==> src/hdl/assert_macros.svh <==
// Assertion macros shared by the smoother RTL.
// Each macro expects signals named clock and reset in the using module.
`ifndef ASSERT_MACROS_SVH
`define ASSERT_MACROS_SVH

// Checks a property on every clock edge outside reset.
`define ASSERT_CLK(label, prop, msg) \
   label: assert property (@(posedge clock) disable iff (reset) prop) \
      else $error(msg);

// Checks that a condition is followed by a property in the next cycle.
`define ASSERT_NEXT(label, cond, prop, msg) \
   label: assert property (@(posedge clock) disable iff (reset) (cond) |=> (prop)) \
      else $error(msg);

`endif

==> src/hdl/vls_pkg.sv <==
// Shared types and constants of the volume Laplacian smoother.
// No dependencies; imported by the sweep engine and the top level.
`default_nettype none

package vls_pkg;

   localparam logic [1:0] OP_WRITE = 2'd0;
   localparam logic [1:0] OP_READ  = 2'd1;
   localparam logic [1:0] OP_RUN   = 2'd2;

   localparam logic [1:0] KIND_WRITE = 2'd0;
   localparam logic [1:0] KIND_READ  = 2'd1;
   localparam logic [1:0] KIND_RUN   = 2'd2;

   localparam logic [2:0] CSR_SIZE_I      = 3'd0;
   localparam logic [2:0] CSR_SIZE_J      = 3'd1;
   localparam logic [2:0] CSR_SIZE_K      = 3'd2;
   localparam logic [2:0] CSR_SWEEP_COUNT = 3'd3;
   localparam logic [2:0] CSR_KEEP_MODE   = 3'd4;

   localparam logic [1:0] KEEP_NONE = 2'd0;
   localparam logic [1:0] KEEP_HIGH = 2'd1;
   localparam logic [1:0] KEEP_LOW  = 2'd2;

   localparam logic [15:0] ONE_FIXED       = 16'd32768;
   localparam logic [15:0] KEEP_HIGH_ABOVE = 16'd32735;
   localparam logic [15:0] KEEP_LOW_BELOW  = 16'd33;

   // floor(x / 6) equals (x * DIV6_MULT) >> DIV6_SHIFT for every x below 2^19.
   localparam int          ACC_W      = 19;
   localparam logic [17:0] DIV6_MULT  = 18'd174763;
   localparam int          DIV6_SHIFT = 20;

   localparam logic [3:0] PH_CENTER = 4'd0;
   localparam logic [3:0] PH_KEEP   = 4'd1;
   localparam logic [3:0] PH_I_UP   = 4'd1;
   localparam logic [3:0] PH_I_DN   = 4'd2;
   localparam logic [3:0] PH_J_UP   = 4'd3;
   localparam logic [3:0] PH_J_DN   = 4'd4;
   localparam logic [3:0] PH_K_UP   = 4'd5;
   localparam logic [3:0] PH_K_DN   = 4'd6;
   localparam logic [3:0] PH_SUM    = 4'd7;
   localparam logic [3:0] PH_WRITE  = 4'd8;

   typedef enum logic [2:0] {
      ST_IDLE = 3'b001,
      ST_RUN  = 3'b010,
      ST_DONE = 3'b100
   } eng_state_type;

   typedef struct packed {
      logic [5:0] size_i;
      logic [5:0] size_j;
      logic [5:0] size_k;
      logic [7:0] sweep_count;
      logic [1:0] keep_mode;
   } cfg_type;

   typedef struct packed {
      logic busy;
      logic done;
   } eng_status_type;

endpackage

`default_nettype wire

==> src/hdl/vls_sweep_engine.sv <==
// Smoothing sequencer: walks the interior voxels, reads center and six neighbors,
// divides the six neighbors' sum by six and writes back. Uses vls_pkg and assert_macros.svh.
`default_nettype none
`include "assert_macros.svh"

module vls_sweep_engine
   import vls_pkg::*;
#(
   parameter int MAX_DIM = 32,
   localparam int DIM_BITS = $clog2(MAX_DIM),
   localparam int ADDR_W = 3 * DIM_BITS
) (
   input  logic              clock,
   input  logic              reset,
   input  logic              start,
   input  cfg_type           cfg,
   output eng_status_type    status,
   output logic [ADDR_W-1:0] rd_addr,
   input  logic [15:0]       rd_data,
   output logic              wr_en,
   output logic [ADDR_W-1:0] wr_addr,
   output logic [15:0]       wr_data
);

   localparam int SZW = DIM_BITS + 1;
   localparam logic [DIM_BITS-1:0] IDX_ONE = DIM_BITS'(1);

   function automatic logic [SZW-1:0] clamp_size(input logic [5:0] size);
      logic [8:0] ext;
      logic [8:0] lim;
      ext = {3'b000, size};
      lim = 9'(MAX_DIM);
      clamp_size = (ext > lim) ? lim[SZW-1:0] : ext[SZW-1:0];
   endfunction

   eng_state_type       state_ff, state_in;
   logic [DIM_BITS-1:0] i_ff, i_in, j_ff, j_in, k_ff, k_in;
   logic [7:0]          s_ff, s_in;
   logic [3:0]          ph_ff, ph_in;
   logic [ACC_W-1:0]    acc_ff, acc_in;
   logic [SZW-1:0]      n_i, n_j, n_k;
   logic [SZW-1:0]      last_i, last_j, last_k;
   logic                degenerate, keep, step;
   logic                wrap_i, wrap_j, wrap_k;
   logic [ACC_W+17:0]   prod;

   assign n_i = clamp_size(cfg.size_i);
   assign n_j = clamp_size(cfg.size_j);
   assign n_k = clamp_size(cfg.size_k);
   assign last_i = n_i - SZW'(2);
   assign last_j = n_j - SZW'(2);
   assign last_k = n_k - SZW'(2);
   assign degenerate = (n_i < SZW'(3)) || (n_j < SZW'(3)) || (n_k < SZW'(3))
                       || (cfg.sweep_count == 8'd0);
   assign wrap_i = ({1'b0, i_ff} == last_i);
   assign wrap_j = ({1'b0, j_ff} == last_j);
   assign wrap_k = ({1'b0, k_ff} == last_k);
   assign keep = ((cfg.keep_mode == KEEP_HIGH) && (rd_data > KEEP_HIGH_ABOVE))
              || ((cfg.keep_mode == KEEP_LOW) && (rd_data < KEEP_LOW_BELOW));

   assign prod = acc_ff * DIV6_MULT;
   assign wr_addr = {i_ff, j_ff, k_ff};
   assign wr_data = prod[DIV6_SHIFT +: 16];

   always_comb begin
      case (ph_ff)
         PH_I_UP: rd_addr = {i_ff + IDX_ONE, j_ff, k_ff};
         PH_I_DN: rd_addr = {i_ff - IDX_ONE, j_ff, k_ff};
         PH_J_UP: rd_addr = {i_ff, j_ff + IDX_ONE, k_ff};
         PH_J_DN: rd_addr = {i_ff, j_ff - IDX_ONE, k_ff};
         PH_K_UP: rd_addr = {i_ff, j_ff, k_ff + IDX_ONE};
         PH_K_DN: rd_addr = {i_ff, j_ff, k_ff - IDX_ONE};
         default: rd_addr = {i_ff, j_ff, k_ff};
      endcase
   end

   always_comb begin
      state_in = state_ff;
      i_in = i_ff;
      j_in = j_ff;
      k_in = k_ff;
      s_in = s_ff;
      ph_in = ph_ff;
      acc_in = acc_ff;
      wr_en = 1'b0;
      step = 1'b0;
      case (state_ff)
         ST_IDLE: begin
            if (start) begin
               i_in = IDX_ONE;
               j_in = IDX_ONE;
               k_in = IDX_ONE;
               s_in = 8'd0;
               ph_in = PH_CENTER;
               state_in = degenerate ? ST_DONE : ST_RUN;
            end
         end
         ST_RUN: begin
            if (ph_ff == PH_KEEP) begin
               acc_in = '0;
               if (keep) begin
                  step = 1'b1;
               end else begin
                  ph_in = ph_ff + 4'd1;
               end
            end else if (ph_ff == PH_WRITE) begin
               wr_en = 1'b1;
               step = 1'b1;
            end else begin
               if (ph_ff >= PH_I_DN) begin
                  acc_in = acc_ff + {3'b000, rd_data};
               end
               ph_in = ph_ff + 4'd1;
            end
         end
         ST_DONE: begin
            state_in = ST_IDLE;
         end
         default: begin
            state_in = ST_IDLE;
         end
      endcase
      if (step) begin
         ph_in = PH_CENTER;
         k_in = wrap_k ? IDX_ONE : k_ff + IDX_ONE;
         if (wrap_k) begin
            j_in = wrap_j ? IDX_ONE : j_ff + IDX_ONE;
            if (wrap_j) begin
               i_in = wrap_i ? IDX_ONE : i_ff + IDX_ONE;
               if (wrap_i) begin
                  s_in = s_ff + 8'd1;
                  if (s_ff + 8'd1 == cfg.sweep_count) begin
                     state_in = ST_DONE;
                  end
               end
            end
         end
      end
   end

   always_ff @(posedge clock) begin
      if (reset) begin
         state_ff <= ST_IDLE;
      end else begin
         state_ff <= state_in;
      end
      i_ff <= i_in;
      j_ff <= j_in;
      k_ff <= k_in;
      s_ff <= s_in;
      ph_ff <= ph_in;
      acc_ff <= acc_in;
   end

   assign status.busy = (state_ff != ST_IDLE);
   assign status.done = (state_ff == ST_DONE);

   `ASSERT_NEXT(a_start_runs, start && state_ff == ST_IDLE, state_ff != ST_IDLE, "Start ignored")
   `ASSERT_CLK(a_interior, wr_en |-> (i_ff != '0 && j_ff != '0 && k_ff != '0), "Boundary write")
   `ASSERT_CLK(a_phase, state_ff == ST_RUN |-> ph_ff <= PH_WRITE, "Phase out of range")

endmodule

`default_nettype wire

==> config.mk <==
export PLATFORM = sky130hd
export DESIGN_NAME = vls_sweep_engine
export DESIGN_NICKNAME = d
export VERILOG_FILES = /design/src/hdl/vls_pkg.sv /design/src/hdl/vls_sweep_engine.sv
export VERILOG_INCLUDE_DIRS = /design/src /design/src/hdl
export SDC_FILE = /design/constraint.sdc
export NUM_CORES = 1
export LEC_CHECK = 0
export BUFFER_PORTS_ARGS = -buffer_cell sky130_fd_sc_hd__buf_2
export CORE_MARGIN = 4
export CORE_UTILIZATION = 55
export CTS_CLUSTER_SIZE = 20
export DETAILED_ROUTE_END_ITERATION = 6
export HOLD_SLACK_MARGIN = 0.02
export PLACE_DENSITY = 0.8
export SYNTH_ARGS = -nofsm -noshare
export SYNTH_HDL_FRONTEND = slang
export SYNTH_SLANG_ARGS = --single-unit
==> constraint.sdc <==
create_clock -name clock -period 15.4 [get_ports clock]
set_clock_uncertainty 0.1 [all_clocks]
set_input_delay 3.08 -clock clock [delete_from_list [all_inputs] [get_ports clock]]
set_output_delay 3.08 -clock clock [all_outputs]
set_load 0.005 [all_outputs]
==> results of run 1 <==
how the worst max path moves through the flow:
stage,slack [ns],depth (start not counted),from,endpoint
final,6.01,20,acc_ff[5],wr_data[14]
after floorplan,6.85,19,acc_ff[4],wr_data[11]
after global placement,6.42,20,acc_ff[6],wr_data[14]
after global routing,5.67,20,acc_ff[5],wr_data[14]
after CTS,6.01,20,acc_ff[5],wr_data[14]
after detailed placement,6.33,20,acc_ff[5],wr_data[14]
through the flow:
step	worst slack, ns	hold WS (ns)	utilization (%)	std cells
3_3_place_gp	6.415	0.3681	60.49	1505
6_report	6.008	0.3863	61.34	1516
2_1_floorplan	6.849	0.3498	-	1204
5_1_grt	5.665	0.3970	61.34	1516
3_5_place_dp	6.335	0.3747	60.49	1505
4_1_cts	6.006	0.3841	61.30	1513
state kept, by name, summed over array words and instances (netlist names):
signal,cells
acc_ff,19
s_ff,8
i_ff,5
j_ff,5
k_ff,5
ph_ff,4
state_ff,3
cell usage after synthesis (13+ instances only):
| cell type | number |
|---|---|
| fa_1 | 113 |
| and3_1 | 13 |
| clkbuf_1 | 22 |
| o21ai_0 | 43 |
| xor2_1 | 34 |
| edfxtp_1 | 24 |
| nand2_1 | 66 |
| nor2_1 | 70 |
| a21o_1 | 18 |
| inv_1 | 262 |
| a21oi_1 | 62 |
| nand2b_1 | 22 |
| ha_1 | 193 |
| dfxtp_1 | 25 |
| xnor2_1 | 32 |
| nand3_1 | 23 |
| nor3_1 | 17 |
metal layers:
layer | up-vias | routed length (um) | track usage, %
met2 | 236 | 11630 | 39.78
li1 | 4178 | - | -
met4 | 4 | 457 | 5.223
met3 | 38 | 1391 | 3.706
met5 | - | 21 | 0
met1 | 4049 | 10730 | 31.68
final cells by class:
class	count	area, um^2
diodes	3	7.507
clock buffers	5	125.1
clock inverters	3	22.52
fillers	1611	7063
inverters	262	983.4
multi-input cells	868	8070
flip-flops and latches	49	1221
well taps	229	286.5
repair buffers	97	490.5
cells in the final DEF, fill, tap and decap left out, drive strengths merged, types with 8 or more instances in the layout:
master and count:
a21oi 62, a21o 18, inv 262, dfxtp 25
xnor2 32, nor4 9, fa 113, a31oi 12
nand2 67, xor2 34, edfxtp 24, buf 97
and3 13, and2 8, o21ai 51, nor2 70
nand2b 23, ha 193, nor2b 12, nor3 18
nand3 23
critical path, cell delays in order (launching register included):
cell       delay (ns)
edfxtp_1         0.55
ha_1             0.41
fa_1             0.55
inv_1            0.07
fa_1             0.53
inv_1            0.05
fa_1             0.50
fa_1             0.55
inv_1            0.06
fa_1             0.53
inv_1            0.04
ha_1             0.37
and3_1           0.20
nand2_1          0.11
o31ai_1          0.08
a211o_1          0.32
o2111ai_1        0.35
nand3b_1         0.17
a21oi_1          0.20
xnor2_1          0.14
buf_2            0.14
kinds of logic (layout without fill, tap and decap cells):
family / count (synthesis) / after routing / synth area share [%]
fa+ha+maj: 306 / 306 / 45.08
buf+inv: 287 / 367 / 10.44
simple gates: 270 / 270 / 13.02
compound gates: 226 / 226 / 14.11
xor+xnor: 66 / 66 / 5.572
flops: 49 / 49 / 11.77
other cells: 0 / 3 / 0
power by group through the flow:
stage | clock (mW) | combinational, mW | sequential, mW
detailed placement | 0 | 0.140 | 0.148
CTS | 0.115 | 0.141 | 0.145
finish | 0.114 | 0.141 | 0.145
floorplan | 0 | 0.0989 | 0.145
global placement | 0 | 0.138 | 0.148
global route | 0.121 | 0.161 | 0.146
==> impl_metrics.ini, run 1 <==
[power]
comb_power_share_pct = 35.1
leakage_nw = 5.777
switching_share_pct = 34.38
p_clk_share_pct = 28.5
power_switching_mw = 0.1375
cellPowerDensity_nw_per_um2 = 35.70
totalPowerFinal_mw = 0.4000
p_int_mw = 0.2625
ir_worst_vdd_v = 0.00005049
pwr-share-seq_pct = 36.3

[floorplanning]
core_um2 = 18270
die-area_um2 = 21130
pin_count = 96
dieHeight_um = 145.3
placementRows = 49
die_w_um = 145.3
start_util_pct = 56.79

[logic_synthesis]
synth_ff_type = dfxtp_1
synth_seq_cells = 49
synth_top_area_share_pct = 23.28
syn_nets = 1557
syn_area_um2 = 10370
synth_edf_count = 24
synth.distinct_cells = 64
yosys-top-cells-area = ha_1, fa_1, inv_1
avgSynthCellArea_um2 = 8.617
yosys.area.top_type = ha_1
netlist_instances = 1204
yosysWarnings = 0
ys_async_sr_fraction_pct = 0
synth-seq-area-share_pct = 11.77

[finish]
drive_gt1_share_pct = 9.112
final_net_count = 1636
syn_to_final_growth_pct = 8.020
fin_area_um2 = 11210

[sta]
fin_crit_ns = 9.392
maxSlewViolCount = 0
worst_pin_slew_ns = 0.6058
hold_violations = 0
rsz0062_at_grt = false
period_share_pct = 60.99
max_freq_mhz = 106.5
setup_viol = 0
setup_tns_ns = 0
max-slew-margin-rel_pct = 58.57

[setup_path]
crit_type = reg -> out
timing.rr.end = acc_ff[18]
reg2reg_from = acc_ff[0]
reg2reg_depth = 11
reg2reg_slack_ns = 12.10
worstPathRequired_ns = 12.22
timing.critical_path.fanout_max = 7
critPathLaunchType = flip-flop
end_kind = output port
crit_arrival_ns = 6.21

[routing]
wl_per_cell_um = 15.98
dr_total_vias = 8505
drt_iter0_markers = 415
antenna_left = 0
drc = 0
finalWirelength_mm = 24.22
dr.pass1.iters = 4
vias_per_cell = 5.610

[clock_tree]
post_cts_buffers = 0
insertion_delay_ns = 0.30
cts_resized = 0
cts_buffer_depth = 2
cts_root_buf = clkbuf_16
cts-htree-levels = 2
hold_buffers = 0
cts.sinks = 49
cts_buffers = 5
clk_pin_slew_ns = 0.07
tritoncts = built

[global_routing]
grt_pass1_wl_mm = 41.72
overflow = 0
grt_use_total_pct = 23.40
first_global_vias = 8628
grt_max_degree = 20
antenna_found_initial = 5

[placement]
portBuffers = 95
gp_congestion = 0.9450
place_area_um2 = 11050
place_hpwl_mm = 20.89

[min_path]
hp-start = s_ff[1]
hp-class = reg -> reg
worstHoldPathCells = 2
holdPathEnd = s_ff[1]

[flow_run]
drv_cap = 0

[status]
status = finished, final reports clean
No activity file was read; power rests on OpenSTA's default activity.
==> run 2: changes to the inputs <==
--- a/config.mk
+++ b/config.mk
@@ -6,13 +6,14 @@
 export SDC_FILE = /design/constraint.sdc
 export NUM_CORES = 1
 export LEC_CHECK = 0
+export ABC_AREA = 1
 export BUFFER_PORTS_ARGS = -buffer_cell sky130_fd_sc_hd__buf_2
 export CORE_MARGIN = 4
 export CORE_UTILIZATION = 55
 export CTS_CLUSTER_SIZE = 20
 export DETAILED_ROUTE_END_ITERATION = 6
 export HOLD_SLACK_MARGIN = 0.02
-export PLACE_DENSITY = 0.8
+export PLACE_DENSITY = 0.79
 export SYNTH_ARGS = -nofsm -noshare
 export SYNTH_HDL_FRONTEND = slang
 export SYNTH_SLANG_ARGS = --single-unit
==> constraint.sdc (replaced) <==
create_clock -name clock -period 9.5 [get_ports clock]
set_clock_uncertainty 0.1 [all_clocks]
set_input_delay 1.9 -clock clock [delete_from_list [all_inputs] [get_ports clock]]
set_output_delay 1.9 -clock clock [all_outputs]
set_load 0.005 [all_outputs]
==> run 2 against run 1 <==
  * Via count increased by 16%
  * Sequential share of layout area decreased by 0.77 points
  * Global-route usage increased by 2.3 points
  * Non-clock buffer count decreased by 2
  * Sequential cell count unchanged
  * Largest cell class unchanged
  * Combinational power increased to 8.3 times the previous value
  * Critical path depth unchanged
==> impl_metrics.ini, run 2 <==
[setup_path]
crit_arrival_ns = 5.76
critPathLaunchType = flip-flop
crit_type = reg -> out
reg2reg_depth = 15
reg2reg_slack_ns = 6.67
slowest_delay_ns = 0.58
worstPathRequired_ns = 7.50
reg2reg_from = acc_ff[0]
path_cells = ha_1 > xor2_1 > ha_1 > a21oi_1 > fa_1 > inv_1 > fa_1 > fa_1 > inv_1 > fa_1 > inv_1 > ha_1 > nand2_1 > nand2_1 > a31oi_1 > o21ai_0 > a21oi_1 > nand2_1 > xor2_1 > buf_2
timing.rr.end = acc_ff[12]
timing.critical_path.fanout_max = 9
end_kind = output port
cp_slowest_cell = fa_1
crit_top_cell = fa_1

[floorplanning]
pin_count = 96
core_um2 = 19650
dieHeight_um = 150.2
die_w_um = 150.2
die-area_um2 = 22560
start_util_pct = 56.60
placementRows = 51

[global_routing]
grt_max_degree = 20
antenna_found_initial = 0
gr-usage-met1_pct = 35.74
grt_pass1_wl_mm = 46.95
overflow = 0
first_global_vias = 9913
grtUsageMet2_pct = 43.86
grt_util_met3_pct = 2.830
grt_use_total_pct = 25.68
busiest_layer = met2

[routing]
wl_per_cell_um = 14.82
dr.pass1.iters = 5
drc = 0
finalWirelength_mm = 27.84
antenna_left = 0
dr_total_vias = 9869
vias_per_cell = 5.252
drt_iter0_markers = 591

[placement]
place_hpwl_mm = 24.55
post-place-ws_ns = 2.154
gp_congestion = 0.9380
portBuffers = 95

[min_path]
hp-start = ph_ff[3]
hp-class = reg -> reg
holdPathEnd = ph_ff[3]
worstHoldPathCells = 2

[sta]
setup_viol = 0
setup_tns_ns = 0
worst_pin_slew_ns = 0.8821
hold_violations = 0
rsz0062_at_grt = false
max_freq_mhz = 128.9
period_share_pct = 81.65
fin_crit_ns = 7.757
fin_ws_ns = 1.743
max-slew-margin-rel_pct = 40.97
holdWs_ns = 0.4322
maxSlewViolCount = 0

[logic_synthesis]
synth-seq-area-share_pct = 10.98
yosys-mux-area-fraction_pct = 0
syn_nets = 1870
synth_xor_area_share_pct = 2.835
yosysWarnings = 0
syn_area_um2 = 11120
synth_edf_count = 24
synth_seq_cells = 49
avgSynthCellArea_um2 = 7.332
yosys.area_share.simple_pct = 20.72
synth.most_common_cell = inv_1
synth_top_area_share_pct = 21.71
synth_common_cells = inv_1, nand2_1, ha_1, nor2_1, fa_1
synth_compound_area_share_pct = 10.07
yosys.area.top_type = ha_1
synth_fa_ha_area_share_pct = 42.05
synth_top_family_by_area = adder cells
ys_async_sr_fraction_pct = 0
synth_ff_type = dfxtp_1
netlist_instances = 1517
yosys-top-cells-area = ha_1, fa_1, inv_1
synth.distinct_cells = 45

[finish]
top_regs = acc_ff x19, s_ff x8
final_common_cell = inv_1
final_net_count = 1966
multiInputGateArea_um2 = 8417
regMostFlops = acc_ff
seqCellArea_um2 = 1221
largest_register_ffs = 19
diodes = 0
utilization_pct = 61.33
syn_to_final_growth_pct = 8.369
final_cell_mix = inv_1, nand2_1, ha_1
drive_gt1_share_pct = 8.488
fill_cells = 1821

[power]
power_switching_mw = 0.8383
leakage_nw = 6.679
comb_power_share_pct = 72.9
ir_worst_vdd_v = 0.0001169
pwr-share-seq_pct = 15.1
p_clk_share_pct = 12.0
switching_share_pct = 52.18
p_int_mw = 0.7683
cellPowerDensity_nw_per_um2 = 133.3

[clock_tree]
cts_root_buf = clkbuf_16
hold_buffers = 0
tritoncts = built
clk_pin_slew_ns = 0.08
cts.sinks = 49
insertion_delay_ns = 0.30
post_cts_buffers = 0
cts_buffers = 5
cts-htree-levels = 2
cts_buffer_depth = 2
cts_resized = 0

[flow_run]
drv_cap = 0

[status]
status = finished, final reports clean
-- run 2: changes by cell type in the layout (fill, tap and decap cells not counted), sizes merged, moves of 13 or more --
cell and change:
a21oi +13, nand3 +70, nor2 +74, inv +127, o21ai +17, xnor2 -24, nand2b -23, nand2 +202
-- run 2: how the worst max path moves through the flow --
stage,start,endpoint,cells past startpoint
after floorplan,acc_ff[3],wr_data[9],18
after global routing,acc_ff[1],wr_data[9],21
final,acc_ff[1],wr_data[10],20
after global placement,acc_ff[3],wr_data[9],20
after CTS,acc_ff[1],wr_data[9],21
after detailed placement,acc_ff[1],wr_data[9],21
-- run 2: layer usage --
layer  up-vias  wire length (um)
li1       4979                 -
met1      4605             13270
met2       250             12910
met3        35              1232
met4         0               430
met5         -                 0
-- run 2: kinds of logic after synthesis --
group | count (synthesis)
AO/OA/AOI/OAI | 195
XOR/XNOR | 36
adder cells (fa/ha/maj) | 306
buffers and inverters | 393
flip-flops | 49
AND/OR/NAND/NOR | 538
-- run 2: cell type report --
cell class              instances  share of cell area [%]
multi-input cells            1075                   69.83
inverters                     387                   12.07
flip-flops and latches         49                   10.13
repair buffers                 95                   3.944
well taps                     265                   2.751
clock buffers                   5                   1.038
clock inverters                 3                  0.2387
-- run 2: power by group through the flow --
stage	combinational [mW]	clock (mW)	sequential (mW)
2_1_floorplan	0.818	0	0.245
3_3_place_gp	1.13	0	0.248
3_5_place_dp	1.16	0	0.248
4_1_cts	1.17	0.197	0.243
5_1_grt	1.34	0.206	0.245
6_report	1.17	0.192	0.243
-- run 2: critical path, delay by kind of cell (launching register included) --
family / cells / cell delay (ns)
buffers and inverters: 4 / 0.28
flip-flops: 1 / 0.57
XOR/XNOR: 2 / 0.47
AND/OR/NAND/NOR: 3 / 0.21
AO/OA/AOI/OAI: 4 / 0.77
adder cells (fa/ha/maj): 7 / 3.14
-- run 2: per-stage QoR --
| step | total power, mW | instance area (um^2) | std cells |
|---|---|---|---|
| 5_1_grt | 1.792 | 12050 | 1879 |
| 3_5_place_dp | 1.405 | 11900 | 1871 |
| 3_3_place_gp | 1.380 | 11900 | 1871 |
| 4_1_cts | 1.606 | 12050 | 1879 |
| 6_report | 1.607 | 12050 | 1879 |
| 2_1_floorplan | 1.062 | 11120 | 1517 |
